--- config.mk ---
export PLATFORM = sky130hd
export DESIGN_NAME = periodic_task_tick_table_core
export DESIGN_NICKNAME = d
export VERILOG_FILES = /design/src/rtl/core/pttt_pkg.sv /design/src/rtl/core/periodic_task_tick_table_core.sv /design/src/rtl/core/pttt_mem.sv /design/src/rtl/core/pttt_cfg.sv /design/src/rtl/core/pttt_seq.sv
export VERILOG_INCLUDE_DIRS = /design/src /design/src/rtl/core
export SDC_FILE = /design/constraint.sdc
export NUM_CORES = 1
export LEC_CHECK = 0
export ABC_AREA = 1
export BUFFER_PORTS_ARGS = -buffer_cell sky130_fd_sc_hd__buf_2
export CAP_MARGIN = 30
export CORE_MARGIN = 2
export CORE_UTILIZATION = 55
export DETAILED_ROUTE_END_ITERATION = 10
export PLACE_DENSITY_LB_ADDON = 0.12
export SLEW_MARGIN = 15
export SYNTH_ARGS = -nofsm -noshare
export SYNTH_HDL_FRONTEND = slang
export SYNTH_HIERARCHICAL = 1
export SYNTH_SLANG_ARGS = --single-unit
--- constraint.sdc ---
create_clock -name clk -period 3.89 [get_ports clk]
set_input_delay 0.389 -clock clk [delete_from_list [all_inputs] [get_ports clk]]
set_output_delay 0.389 -clock clk [all_outputs]
set_load 0.01 [all_outputs]
--- src/rtl/core/assert_macros.svh ---
// assertion helpers for the core modules, included by pttt_seq
`ifndef ASSERT_MACROS_SVH
`define ASSERT_MACROS_SVH

// checked on every rising edge outside reset
`define PTTT_ASSERT(lbl, clk_s, rstn_s, prop, msg) \
  lbl: assert property (@(posedge clk_s) disable iff (!rstn_s) (prop)) else $error(msg);

// checked on every rising edge, reset included
`define PTTT_ASSERT_ALWAYS(lbl, clk_s, prop, msg) \
  lbl: assert property (@(posedge clk_s) (prop)) else $error(msg);

`endif

--- src/rtl/core/pttt_pkg.sv ---
package pttt_pkg;

  localparam int TASK_SLOTS_DEF = 8;

  localparam int KEY_W  = 16;
  localparam int IVAL_W = 16;
  localparam int MS_W   = 8;
  localparam int SLOT_W = 5;
  localparam int CNT_W  = 6;
  localparam int STAT_W = 4;

  typedef enum logic [1:0] {
    ACT_TICK    = 2'd0,
    ACT_CREATE  = 2'd1,
    ACT_DELETE  = 2'd2,
    ACT_COLLECT = 2'd3
  } act_t;

  typedef enum logic [STAT_W-1:0] {
    ST_TICK  = 4'd0,
    ST_ADD   = 4'd1,
    ST_UPD   = 4'd2,
    ST_FULL  = 4'd3,
    ST_IGN   = 4'd4,
    ST_REM   = 4'd5,
    ST_NF    = 4'd6,
    ST_PEND  = 4'd7,
    ST_NONE  = 4'd8
  } stat_t;

  typedef enum logic [2:0] {
    S_IDLE,
    S_WALK,
    S_EMIT,
    S_CSEL,
    S_CEMIT
  } state_t;

  typedef struct packed {
    logic [KEY_W-1:0]  key;
    logic [IVAL_W-1:0] ival;
    logic [IVAL_W-1:0] cd;
  } entry_t;

endpackage

--- src/rtl/core/periodic_task_tick_table_core.sv ---
// channel  | direction | handshake           | payload
// in_      | slave     | in_tvalid/tready    | tuser action, tdata key and interval
// out_     | master    | out_tvalid/tready   | tuser status, tdata key/slot/wake/count, tlast
// cfg_     | apb       | psel/penable, ready | ms_per_tick at byte address 0
//
// for tick, delete and an accepted create the sequencer walks the table one slot per
// cycle through the single read port of the memory
// collect emits one result per pending task, lowest slot first, or one with none pending
// reset is synchronous, active low; table contents are kept; state, count and flags clear
// a new item is taken once the previous result sits in the output register,
// so a stalled out_tready holds the block after at most one waiting result
module periodic_task_tick_table_core
  import pttt_pkg::*;
#(
  parameter int TASK_SLOTS = TASK_SLOTS_DEF
) (
  input  logic        clk,
  input  logic        rst_n,
  input  logic        in_tvalid,
  output logic        in_tready,
  input  logic [31:0] in_tdata,   // task_key, interval
  input  logic [1:0]  in_tuser,   // action
  output logic        out_tvalid,
  input  logic        out_tready,
  output logic [31:0] out_tdata,  // task_key_res, slot, wake, task_count, zero pad
  output logic [3:0]  out_tuser,  // status
  output logic        out_tlast,
  input  logic        cfg_psel,
  input  logic        cfg_penable,
  input  logic        cfg_pwrite,
  input  logic [2:0]  cfg_paddr,
  input  logic [31:0] cfg_pwdata,
  output logic [31:0] cfg_prdata,
  output logic        cfg_pready
);

  localparam int AW = (TASK_SLOTS > 1) ? $clog2(TASK_SLOTS) : 1;
  localparam int CW = $clog2(TASK_SLOTS + 1);

  logic [MS_W-1:0]   ms_per_tick;
  logic [AW-1:0]     mem_raddr;
  logic [AW-1:0]     mem_waddr;
  logic              mem_we;
  entry_t            mem_rdata;
  entry_t            mem_wdata;
  stat_t             out_status;
  logic [KEY_W-1:0]  out_key;
  logic [SLOT_W-1:0] out_slot;
  logic              out_wake;
  logic [CNT_W-1:0]  out_count;

  pttt_cfg u_cfg (
    .clk         (clk),
    .rst_n       (rst_n),
    .cfg_psel    (cfg_psel),
    .cfg_penable (cfg_penable),
    .cfg_pwrite  (cfg_pwrite),
    .cfg_paddr   (cfg_paddr),
    .cfg_pwdata  (cfg_pwdata),
    .cfg_prdata  (cfg_prdata),
    .cfg_pready  (cfg_pready),
    .ms_per_tick (ms_per_tick)
  );

  pttt_mem #(
    .DEPTH (TASK_SLOTS),
    .AW    (AW)
  ) u_mem (
    .clk   (clk),
    .we    (mem_we),
    .waddr (mem_waddr),
    .wdata (mem_wdata),
    .raddr (mem_raddr),
    .rdata (mem_rdata)
  );

  pttt_seq #(
    .TASK_SLOTS (TASK_SLOTS),
    .AW         (AW),
    .CW         (CW)
  ) u_seq (
    .clk         (clk),
    .rst_n       (rst_n),
    .in_tvalid   (in_tvalid),
    .in_tready   (in_tready),
    .in_action   (act_t'(in_tuser)),
    .in_key      (in_tdata[15:0]),
    .in_ival     (in_tdata[31:16]),
    .out_tvalid  (out_tvalid),
    .out_tready  (out_tready),
    .out_status  (out_status),
    .out_key     (out_key),
    .out_slot    (out_slot),
    .out_wake    (out_wake),
    .out_count   (out_count),
    .out_last    (out_tlast),
    .ms_per_tick (ms_per_tick),
    .mem_raddr   (mem_raddr),
    .mem_rdata   (mem_rdata),
    .mem_we      (mem_we),
    .mem_waddr   (mem_waddr),
    .mem_wdata   (mem_wdata)
  );

  assign out_tuser = out_status;
  assign out_tdata = {4'h0, out_count, out_wake, out_slot, out_key};

endmodule

--- src/rtl/core/pttt_mem.sv ---
module pttt_mem
  import pttt_pkg::*;
#(
  parameter int DEPTH = TASK_SLOTS_DEF,
  parameter int AW    = (DEPTH > 1) ? $clog2(DEPTH) : 1
) (
  input  logic          clk,
  input  logic          we,
  input  logic [AW-1:0] waddr,
  input  entry_t        wdata,
  input  logic [AW-1:0] raddr,
  output entry_t        rdata
);

  entry_t mem [DEPTH];
  entry_t rdata_r;

  always_ff @(posedge clk) begin
    if (we) begin
      mem[waddr] <= wdata;
    end
    rdata_r <= mem[raddr];
  end

  assign rdata = rdata_r;

endmodule

--- src/rtl/core/pttt_cfg.sv ---
module pttt_cfg
  import pttt_pkg::*;
(
  input  logic            clk,
  input  logic            rst_n,
  input  logic            cfg_psel,
  input  logic            cfg_penable,
  input  logic            cfg_pwrite,
  input  logic [2:0]      cfg_paddr,
  input  logic [31:0]     cfg_pwdata,
  output logic [31:0]     cfg_prdata,
  output logic            cfg_pready,
  output logic [MS_W-1:0] ms_per_tick
);

  localparam logic REG_MS_PER_TICK = 1'b0;

  logic [MS_W-1:0] ms_r;
  logic [MS_W-1:0] ms_nxt;
  logic            sel_ms;

  // byte address bit 2 picks the register, low bits ignored
  assign sel_ms = (cfg_paddr[2] == REG_MS_PER_TICK);

  always_comb begin
    ms_nxt = ms_r;
    if (cfg_psel && cfg_penable && cfg_pwrite && sel_ms) begin
      ms_nxt = cfg_pwdata[MS_W-1:0];
    end
  end

  always_ff @(posedge clk) begin
    if (!rst_n) begin
      ms_r <= MS_W'(1);
    end else begin
      ms_r <= ms_nxt;
    end
  end

  assign cfg_pready  = 1'b1;
  assign cfg_prdata  = sel_ms ? {{(32-MS_W){1'b0}}, ms_r} : 32'h0;
  assign ms_per_tick = ms_r;

endmodule

--- src/rtl/core/pttt_seq.sv ---
`include "assert_macros.svh"
module pttt_seq
  import pttt_pkg::*;
#(
  parameter int TASK_SLOTS = TASK_SLOTS_DEF,
  parameter int AW         = (TASK_SLOTS > 1) ? $clog2(TASK_SLOTS) : 1,
  parameter int CW         = $clog2(TASK_SLOTS + 1)
) (
  input  logic              clk,
  input  logic              rst_n,
  input  logic              in_tvalid,
  output logic              in_tready,
  input  act_t              in_action,
  input  logic [KEY_W-1:0]  in_key,
  input  logic [IVAL_W-1:0] in_ival,
  output logic              out_tvalid,
  input  logic              out_tready,
  output stat_t             out_status,
  output logic [KEY_W-1:0]  out_key,
  output logic [SLOT_W-1:0] out_slot,
  output logic              out_wake,
  output logic [CNT_W-1:0]  out_count,
  output logic              out_last,
  input  logic [MS_W-1:0]   ms_per_tick,
  output logic [AW-1:0]     mem_raddr,
  input  entry_t            mem_rdata,
  output logic              mem_we,
  output logic [AW-1:0]     mem_waddr,
  output entry_t            mem_wdata
);

  state_t state_r, state_nxt;

  act_t              act_r, act_nxt;
  logic [KEY_W-1:0]  key_r, key_nxt;
  logic [IVAL_W-1:0] ival_r, ival_nxt;
  logic [CW-1:0]     idx_r, idx_nxt;
  logic              found_r, found_nxt;
  logic              wake_r, wake_nxt;
  stat_t             stat_r, stat_nxt;
  logic [CW-1:0]     cnt_r, cnt_nxt;
  logic [TASK_SLOTS-1:0] pend_r, pend_nxt;

  logic              ov_r, ov_nxt;
  stat_t             ostat_r, ostat_nxt;
  logic [KEY_W-1:0]  okey_r, okey_nxt;
  logic [SLOT_W-1:0] oslot_r, oslot_nxt;
  logic              owake_r, owake_nxt;
  logic [CNT_W-1:0]  ocnt_r, ocnt_nxt;
  logic              olast_r, olast_nxt;

  logic              in_acc;
  logic              out_free;
  logic              at_end;
  logic              hit;
  logic              bad_req;
  logic              full;
  logic              pend_any;
  logic [AW-1:0]     pick;
  logic [AW-1:0]     idx_a;
  logic [AW-1:0]     idx_dec;
  logic [AW-1:0]     cnt_a;
  logic [AW-1:0]     cnt_dec;
  logic [CW-1:0]     idx_inc;
  logic [TASK_SLOTS-1:0] pend_oth;

  assign in_acc   = in_tvalid && in_tready;
  assign out_free = !ov_r || out_tready;
  assign at_end   = (idx_r == cnt_r);
  assign hit      = (mem_rdata.key == key_r);
  assign bad_req  = (in_key == '0) || (in_ival == '0);
  assign full     = (cnt_r == CW'(TASK_SLOTS));
  assign pend_any = |pend_r;
  assign idx_a    = idx_r[AW-1:0];
  assign idx_dec  = idx_a - AW'(1);
  assign cnt_a    = cnt_r[AW-1:0];
  assign cnt_dec  = cnt_a - AW'(1);
  assign idx_inc  = idx_r + CW'(1);

  // lowest pending slot
  always_comb begin
    pick = '0;
    for (int i = TASK_SLOTS - 1; i >= 0; i--) begin
      if (pend_r[i]) begin
        pick = AW'(i);
      end
    end
  end

  always_comb begin
    pend_oth        = pend_r;
    pend_oth[idx_a] = 1'b0;
  end

  assign in_tready = (state_r == S_IDLE);

  always_comb begin
    state_nxt = state_r;
    unique case (state_r)
      S_IDLE: begin
        if (in_acc) begin
          unique case (in_action)
            ACT_TICK, ACT_DELETE: state_nxt = S_WALK;
            ACT_CREATE:           state_nxt = (bad_req || full) ? S_EMIT : S_WALK;
            ACT_COLLECT:          state_nxt = S_CSEL;
          endcase
        end
      end
      S_WALK: begin
        if (at_end || (act_r == ACT_CREATE && hit)) begin
          state_nxt = S_EMIT;
        end
      end
      S_EMIT: begin
        if (out_free) begin
          state_nxt = S_IDLE;
        end
      end
      S_CSEL: begin
        state_nxt = pend_any ? S_CEMIT : S_EMIT;
      end
      S_CEMIT: begin
        if (out_free) begin
          state_nxt = (pend_oth == '0) ? S_IDLE : S_CSEL;
        end
      end
    endcase
  end

  always_comb begin
    act_nxt   = act_r;
    key_nxt   = key_r;
    ival_nxt  = ival_r;
    idx_nxt   = idx_r;
    found_nxt = found_r;
    wake_nxt  = wake_r;
    stat_nxt  = stat_r;
    cnt_nxt   = cnt_r;
    pend_nxt  = pend_r;

    ov_nxt    = ov_r && !out_tready;
    ostat_nxt = ostat_r;
    okey_nxt  = okey_r;
    oslot_nxt = oslot_r;
    owake_nxt = owake_r;
    ocnt_nxt  = ocnt_r;
    olast_nxt = olast_r;

    mem_raddr = idx_a;
    mem_we    = 1'b0;
    mem_waddr = idx_a;
    mem_wdata = mem_rdata;

    unique case (state_r)
      S_IDLE: begin
        mem_raddr = '0;
        if (in_acc) begin
          act_nxt   = in_action;
          key_nxt   = in_key;
          ival_nxt  = in_ival;
          idx_nxt   = '0;
          found_nxt = 1'b0;
          wake_nxt  = 1'b0;
          stat_nxt  = bad_req ? ST_IGN : ST_FULL;
        end
      end
      S_WALK: begin
        // read one slot ahead; writes only land on slots already read
        mem_raddr = idx_inc[AW-1:0];
        idx_nxt   = idx_inc;
        if (!at_end) begin
          unique case (act_r)
            ACT_TICK: begin
              mem_we = 1'b1;
              if (mem_rdata.cd > {{(IVAL_W-MS_W){1'b0}}, ms_per_tick}) begin
                mem_wdata.cd = mem_rdata.cd - {{(IVAL_W-MS_W){1'b0}}, ms_per_tick};
              end else begin
                mem_wdata.cd    = mem_rdata.ival;
                pend_nxt[idx_a] = 1'b1;
                wake_nxt        = 1'b1;
              end
            end
            ACT_CREATE: begin
              if (hit) begin
                mem_we         = 1'b1;
                mem_wdata.ival = ival_r;
                stat_nxt       = ST_UPD;
              end
            end
            ACT_DELETE: begin
              if (found_r) begin
                mem_we            = 1'b1;
                mem_waddr         = idx_dec;
                pend_nxt[idx_dec] = pend_r[idx_a];
              end else if (hit) begin
                found_nxt = 1'b1;
              end
            end
            ACT_COLLECT: begin
            end
          endcase
        end else begin
          unique case (act_r)
            ACT_TICK: begin
              stat_nxt = ST_TICK;
            end
            ACT_CREATE: begin
              mem_we          = 1'b1;
              mem_waddr       = cnt_a;
              mem_wdata       = '{key: key_r, ival: ival_r, cd: ival_r};
              pend_nxt[cnt_a] = 1'b0;
              cnt_nxt         = cnt_r + CW'(1);
              stat_nxt        = ST_ADD;
            end
            ACT_DELETE: begin
              if (found_r) begin
                pend_nxt[cnt_dec] = 1'b0;
                cnt_nxt           = cnt_r - CW'(1);
                stat_nxt          = ST_REM;
              end else begin
                stat_nxt = ST_NF;
              end
            end
            ACT_COLLECT: begin
            end
          endcase
        end
      end
      S_EMIT: begin
        if (out_free) begin
          ov_nxt    = 1'b1;
          ostat_nxt = stat_r;
          okey_nxt  = '0;
          oslot_nxt = '0;
          owake_nxt = wake_r;
          ocnt_nxt  = CNT_W'(cnt_r);
          olast_nxt = 1'b1;
        end
      end
      S_CSEL: begin
        mem_raddr = pick;
        idx_nxt   = CW'(pick);
        stat_nxt  = ST_NONE;
      end
      S_CEMIT: begin
        if (out_free) begin
          ov_nxt          = 1'b1;
          ostat_nxt       = ST_PEND;
          okey_nxt        = mem_rdata.key;
          oslot_nxt       = SLOT_W'(idx_a);
          owake_nxt       = 1'b0;
          ocnt_nxt        = CNT_W'(cnt_r);
          olast_nxt       = (pend_oth == '0);
          pend_nxt[idx_a] = 1'b0;
        end
      end
    endcase
  end

  always_ff @(posedge clk) begin
    if (!rst_n) begin
      state_r <= S_IDLE;
      cnt_r   <= '0;
      pend_r  <= '0;
      ov_r    <= 1'b0;
    end else begin
      state_r <= state_nxt;
      cnt_r   <= cnt_nxt;
      pend_r  <= pend_nxt;
      ov_r    <= ov_nxt;
    end
  end

  always_ff @(posedge clk) begin
    act_r   <= act_nxt;
    key_r   <= key_nxt;
    ival_r  <= ival_nxt;
    idx_r   <= idx_nxt;
    found_r <= found_nxt;
    wake_r  <= wake_nxt;
    stat_r  <= stat_nxt;
    ostat_r <= ostat_nxt;
    okey_r  <= okey_nxt;
    oslot_r <= oslot_nxt;
    owake_r <= owake_nxt;
    ocnt_r  <= ocnt_nxt;
    olast_r <= olast_nxt;
  end

  assign out_tvalid = ov_r;
  assign out_status = ostat_r;
  assign out_key    = okey_r;
  assign out_slot   = oslot_r;
  assign out_wake   = owake_r;
  assign out_count  = ocnt_r;
  assign out_last   = olast_r;

  `PTTT_ASSERT(a_cnt_bound, clk, rst_n, cnt_r <= CW'(TASK_SLOTS), "task count above table size")
  `PTTT_ASSERT(a_pend_range, clk, rst_n, (pend_r >> cnt_r) == '0, "pending flag beyond task count")
  `PTTT_ASSERT(a_done_has_result, clk, rst_n, (state_r != S_IDLE && state_nxt == S_IDLE) |=> ov_r, "item finished without a result")

endmodule
Word level (Yosys, flattened, before mapping)
Memory sizes are Yosys's and may differ from the RTL's. A register that Yosys moved wholly into a read port is not among the register bits. Index checks and enable logic that the tools add are counted. W data, S select, Z words.

Flip-flop bits (word level): 99. Memory bits (writable): 384. Output and inout bits: 72. Memories kept: 1.

$add $sub $neg: 6. $lt $le $gt $ge: 9. Eq/ne operators: 28. Mux-type cells: 97. Bitwise gates (word level): 8. Reductions and logical operators: 40.

Memories: u_mem.mem (depth 8, width 48, rd ports 1, clocked after Yosys merged registers in 1, wr ports 1, RTL line pttt_mem.sv:15) `entry_t mem [DEPTH];`.

Operators by type and width (count): $mux W16 (7); $mux W48 (2); $mux W3 (19); $mux W8 (6); $pmux W8 S2 (3); $pmux W4 S3 (3); $logic_not A16 Y1 (2); $mux W32 (1); $mux W4 (8); $pmux W16 S2 (1); $mux W1 (25); $and A8 B8 Y8 (3); $not A8 Y8 (3); $pmux W3 S3 (2); $eq A16 B16 Y1 (1); $gt A16 B8 Y1 (1); $lt A3 B4 Y1 const B (4); $pmux W4 S2 (2); $sub A16 B8 Y16 (1); $pmux W3 S5 (1); $demux W1 S3 (4); $ge A3 B1 Y1 const B (4); $ne A4 B3 Y1 const B (3); $reduce_and A4 Y1 (3); 38 further kinds (79).

Logic depth before layout (Yosys ltp)
Depth in word-level cells: 11. Depth in mapped cells: 17. Gate-level depth less buffers: 16.

Modules after synthesis
The synthesis kept the hierarchy.

By module, submodules not included: pttt_mem (times used 1, cells an instance 1725, area each 17670.7 µm², sequential area each 12492.0 µm²); pttt_seq (times used 1, cells an instance 1048, area each 7080.5 µm², sequential area each 2512.4 µm²); pttt_cfg (times used 1, cells an instance 98, area each 658.1 µm², sequential area each 160.2 µm²); periodic_task_tick_table_core (times used 1, cells an instance 6, area each 41.3 µm², sequential area each 0.0 µm²).

Worst setup path before layout
OpenSTA, ideal clock, no wires.

Path kind: register to register. From: register u_seq.act_r[0]. To: memory u_mem/mem[2][0] (netlist name), enable pin. Setup time: 0.454 ns. Arrival: 3.811 ns. Slack: -0.375 ns. Stages on the path, launching flop included: 12. Cell sequence: edfxtp_1 inv_1 ha_1 clkbuf_1 nand2_1 nor2_1 inv_1 nand3_1 o221ai_1 inv_1 nand2_1 nor2_1.

Elaborated cells between the ends (all ways): 13. Those cells by class: eq/ne: 2; mux: 10; reduce/logical: 1.

RTL lines: from (decl) (RTL line pttt_seq.sv:34) `act_t act_r, act_nxt;`; from (signal assigned) (RTL line pttt_seq.sv:275) `act_r <= act_nxt;`; $eq A2 B2 Y1 or $eq A2 B1 Y1 (tied branches) (RTL line pttt_seq.sv:172, pttt_seq.sv:203); $mux W3, on equally long branches (RTL line pttt_seq.sv:172, pttt_seq.sv:203); $mux W3 * (RTL line pttt_seq.sv:171) `if (!at_end) begin`; $mux W3 * (RTL line pttt_seq.sv:154) `unique case (state_r)`; via mem_waddr[2] (RTL line periodic_task_tick_table_core.sv:42) `logic [AW-1:0] mem_waddr;`; to (decl) (RTL line pttt_mem.sv:15).

The timed path passes the listed nets; every way through them passes the cells marked *.

Worst setup path in the final report
From: register u_seq.state_r[0]. To: register, netlist name u_mem/rdata[25].

Cells in the longest elaborated chain, start to end: 2. Elaborated cells between the ends (all ways): 4. Those cells by class: eq/ne: 2; mux: 1; reduce/logical: 1.

RTL lines: from (decl) (RTL line pttt_seq.sv:32) `state_t state_r, state_nxt;`; from (signal assigned) (RTL line pttt_seq.sv:267) `state_r <= state_nxt;`; $eq A3 B2 Y1 (tied with other cells) (RTL line pttt_seq.sv:154); $pmux W3 S3 * (RTL line pttt_seq.sv:154); via mem_raddr[0] (RTL line periodic_task_tick_table_core.sv:41) `logic [AW-1:0] mem_raddr;`.

Marks and branches as above. A chain may end at the register's enable or synchronous reset.

==> impl_metrics.ini <==
[floorplan]
die-area_um2 = 48000
core_um2 = 45500
die_y_um = 219
start_util = 0.560
die_w_um = 219
io_pins = 148
row_count = 78

[worst_setup_path]
crit_top_cell = nand2_1
start_kind = flop
r2r_cells = 13
slowest_stage = buf_12
cp_num_buf_inv = 3
cp_top_family = simple AND/OR/NAND/NOR gates
cp_max_fo = 192
critPathKind = flop to flop
path_cells = inv_1 > nor2_1 > inv_1 > nor2_1 > nand3_1 > o21ai_0 > o21bai_4 > buf_12 > nand2_1 > nand3_1 > nand2_1 > nand2_1 > nand2_1
required_ns = 4.39
end_kind = flop
max_stage_delay_ns = 0.64
path_depth = 13
cp.arrival_ns = 3.60

[min_path]
hp-class = input pin to flop
holdPathStages = 5

[timing]
finalHoldViolations = 0
setup_viol = 0
setup_tns_ns = 0
fin_worst_skew_ns = 0.0213
hold_slack_ns = 0.118
slew_headroom = 0.343
min_period_ns = 3.11
post-route-period-util = 0.798
rsz0062_at_grt = false
slew_viol_final = 0
max_freq_mhz = 322
tightestPinTransition_ns = 0.985

[clock_network]
cts_made_buffers = 55
cts_resized = 0
root_buffer = clkbuf_16
path_clk_slew_ns = 0.06
clk_path_buf_depth = 3
cts_tree = built
cts_sinks = 529
post_cts_buffers = 0
ctsHtreeMaxLevel = 2
insertion_delay_ns = 0.61

[logic_synthesis]
yosysWarnings = 6
synth-simple-area-share = 0.240
syn_inst = 2877
synth-compound-area-share = 0.0328
synth_adder_area_share = 0.00993
synthMuxAreaShare = 0
synth-xor-area-share = 0.00959
synthesis.area_um2 = 25500
ys.flop_type = edfxtp_1
synth_top_family_by_area = simple AND/OR/NAND/NOR gates
postSynthAreaPerCell_um2 = 8.85
synth-edff-count = 457
ys_ff_latch = 529
synth_cell_type_count = 51
synthArstFlopShare = 0
ys_seq_area_frac = 0.596

[route]
finalWirelength_um = 61600
drc = 0
dr.pass1.iters = 6
postRouteAntennaNets = 0
num_vias = 18769
drtIter0Drc = 1497
drt-wirelength-per-cell_um = 16.9
viasPerCell = 5.16

[grt]
met1_usage = 0.335
grt_pass1_wl_um = 96000
use_met2 = 0.452
grt_max_degree = 193
grt_pass1_vias = 18086
grt.busiest_layer = met2
antenna_found_initial = 0
track_usage = 0.259
met3_usage = 0.0322
grt_overflow = 0

[layout]
nNetsFinal = 3084
final_cell_mix = nand2_1, inv_1, edfxtp_1
drive_gt1_frac = 0.0929
multi_input_area_um2 = 7660
layout_commonest_cell = nand2_1
regArea_um2 = 15200
areaGrowthSynthToFinish_pct = 12.7
num_antenna_cells = 0
fillCellCount = 3802

[flow_run]
maxCapViolCount = 0

[placement]
hpwlAfterDp_um = 37100
portBuffers = 88
routabilityCongestion = 0.898

[power_and_ir_drop]
power.total_mw = 22.3
peakVddDrop_mv = 0.821
powerDensity_nw_per_um2 = 777
leakage_nw = 13.3

[outcome]
status = finished, final reports clean
## worst reg2reg max path, stage by stage (launching register included)
cell	delay, ns
dfxtp_1	0.40
inv_1	0.08
nor2_1	0.20
inv_1	0.17
nor2_1	0.30
nand3_1	0.14
o21ai_0	0.15
o21bai_4	0.22
buf_12	0.64
nand2_1	0.37
nand3_1	0.16
nand2_1	0.07
nand2_1	0.05
nand2_1	0.07
## sequential cells by signal, summed over array words and instances (netlist names), 2 cells and up
name / cells
u_cfg/ms_per_tick: 8
u_mem/mem: 384
u_mem/rdata: 48
u_seq/act_r: 2
u_seq/cnt_r: 4
u_seq/idx_r: 4
u_seq/ival_r: 16
u_seq/key_r: 16
u_seq/out_count: 4
u_seq/out_key: 16
u_seq/out_slot: 3
u_seq/out_status: 4
u_seq/pend_r: 8
u_seq/stat_r: 4
u_seq/state_r: 3
## Yosys cell counts, types with 17 or more instances
cell | number | area [um^2]
edfxtp_1 | 457 | 13700
nand3_1 | 275 | 1380
nand2_1 | 955 | 3580
inv_1 | 523 | 1960
o21ai_1 | 18 | 90.1
o21ai_0 | 20 | 100
ha_1 | 17 | 213
a21oi_1 | 39 | 195
a31oi_1 | 18 | 113
nor2_1 | 202 | 758
xor2_1 | 24 | 210
buf_2 | 66 | 330
dfxtp_1 | 72 | 1440
buf_4 | 44 | 330
clkbuf_1 | 24 | 90.1
## final timing paths
path / from / to / slack, ns
worst max-delay path: u_seq/state_r[0] / u_mem/rdata[25] / 0.78
worst min-delay path: cfg_pwdata[5] / u_cfg/ms_per_tick[5] / 0.12
worst max register to register: u_seq/state_r[0] / u_mem/rdata[25] / 0.78
worst min register to register: u_cfg/ms_per_tick[7] / u_cfg/ms_per_tick[7] / 0.51
## logic make-up (layout without fill, tap and decap cells)
group           Yosys count  count (layout)
compound gates          138             138
fa+ha+maj                19              19
flops                   529             529
other cells               4              33
xor+xnor                 27              27
buf+inv                 682             812
simple gates           1478            1478
## power breakdown
part	switching [mW]	internal [mW]
combinational	6.37	2.66
sequential	0.504	7.84
clock	2.14	2.77
total	9.02	13.3
## routing by layer
layer	up-vias	wire [um]
li1	9190	-
met2	534	30600
met1	8936	25900
met5	-	0
met4	0	1710
met3	109	3360
## stage by stage
stage,std cells,area (um^2),setup slack [ns],utilization
after global placement,3496,26600,0.862,0.585
final,3636,28700,0.784,0.630
after CTS,3635,28700,0.814,0.630
after floorplan,2906,25600,0.402,-
after global routing,3636,28700,0.599,0.630
after detailed placement,3496,26600,0.843,0.585
## repair_timing
item	4_1_cts	5_1_grt
endpoints found under the hold margin	35	0
hold buffers	35	0
endpoints found under the setup margin	0	0
## layout make-up
type                       count  share of cell area
sequential                   529               0.529
multi-input combinational   1695               0.267
inverter                     536              0.0704
clock buffer                  74              0.0523
timing repair buffer         172              0.0483
tap                          600              0.0262
clock inverter                30             0.00668
Note: power is estimated with default switching activity, not from simulation.
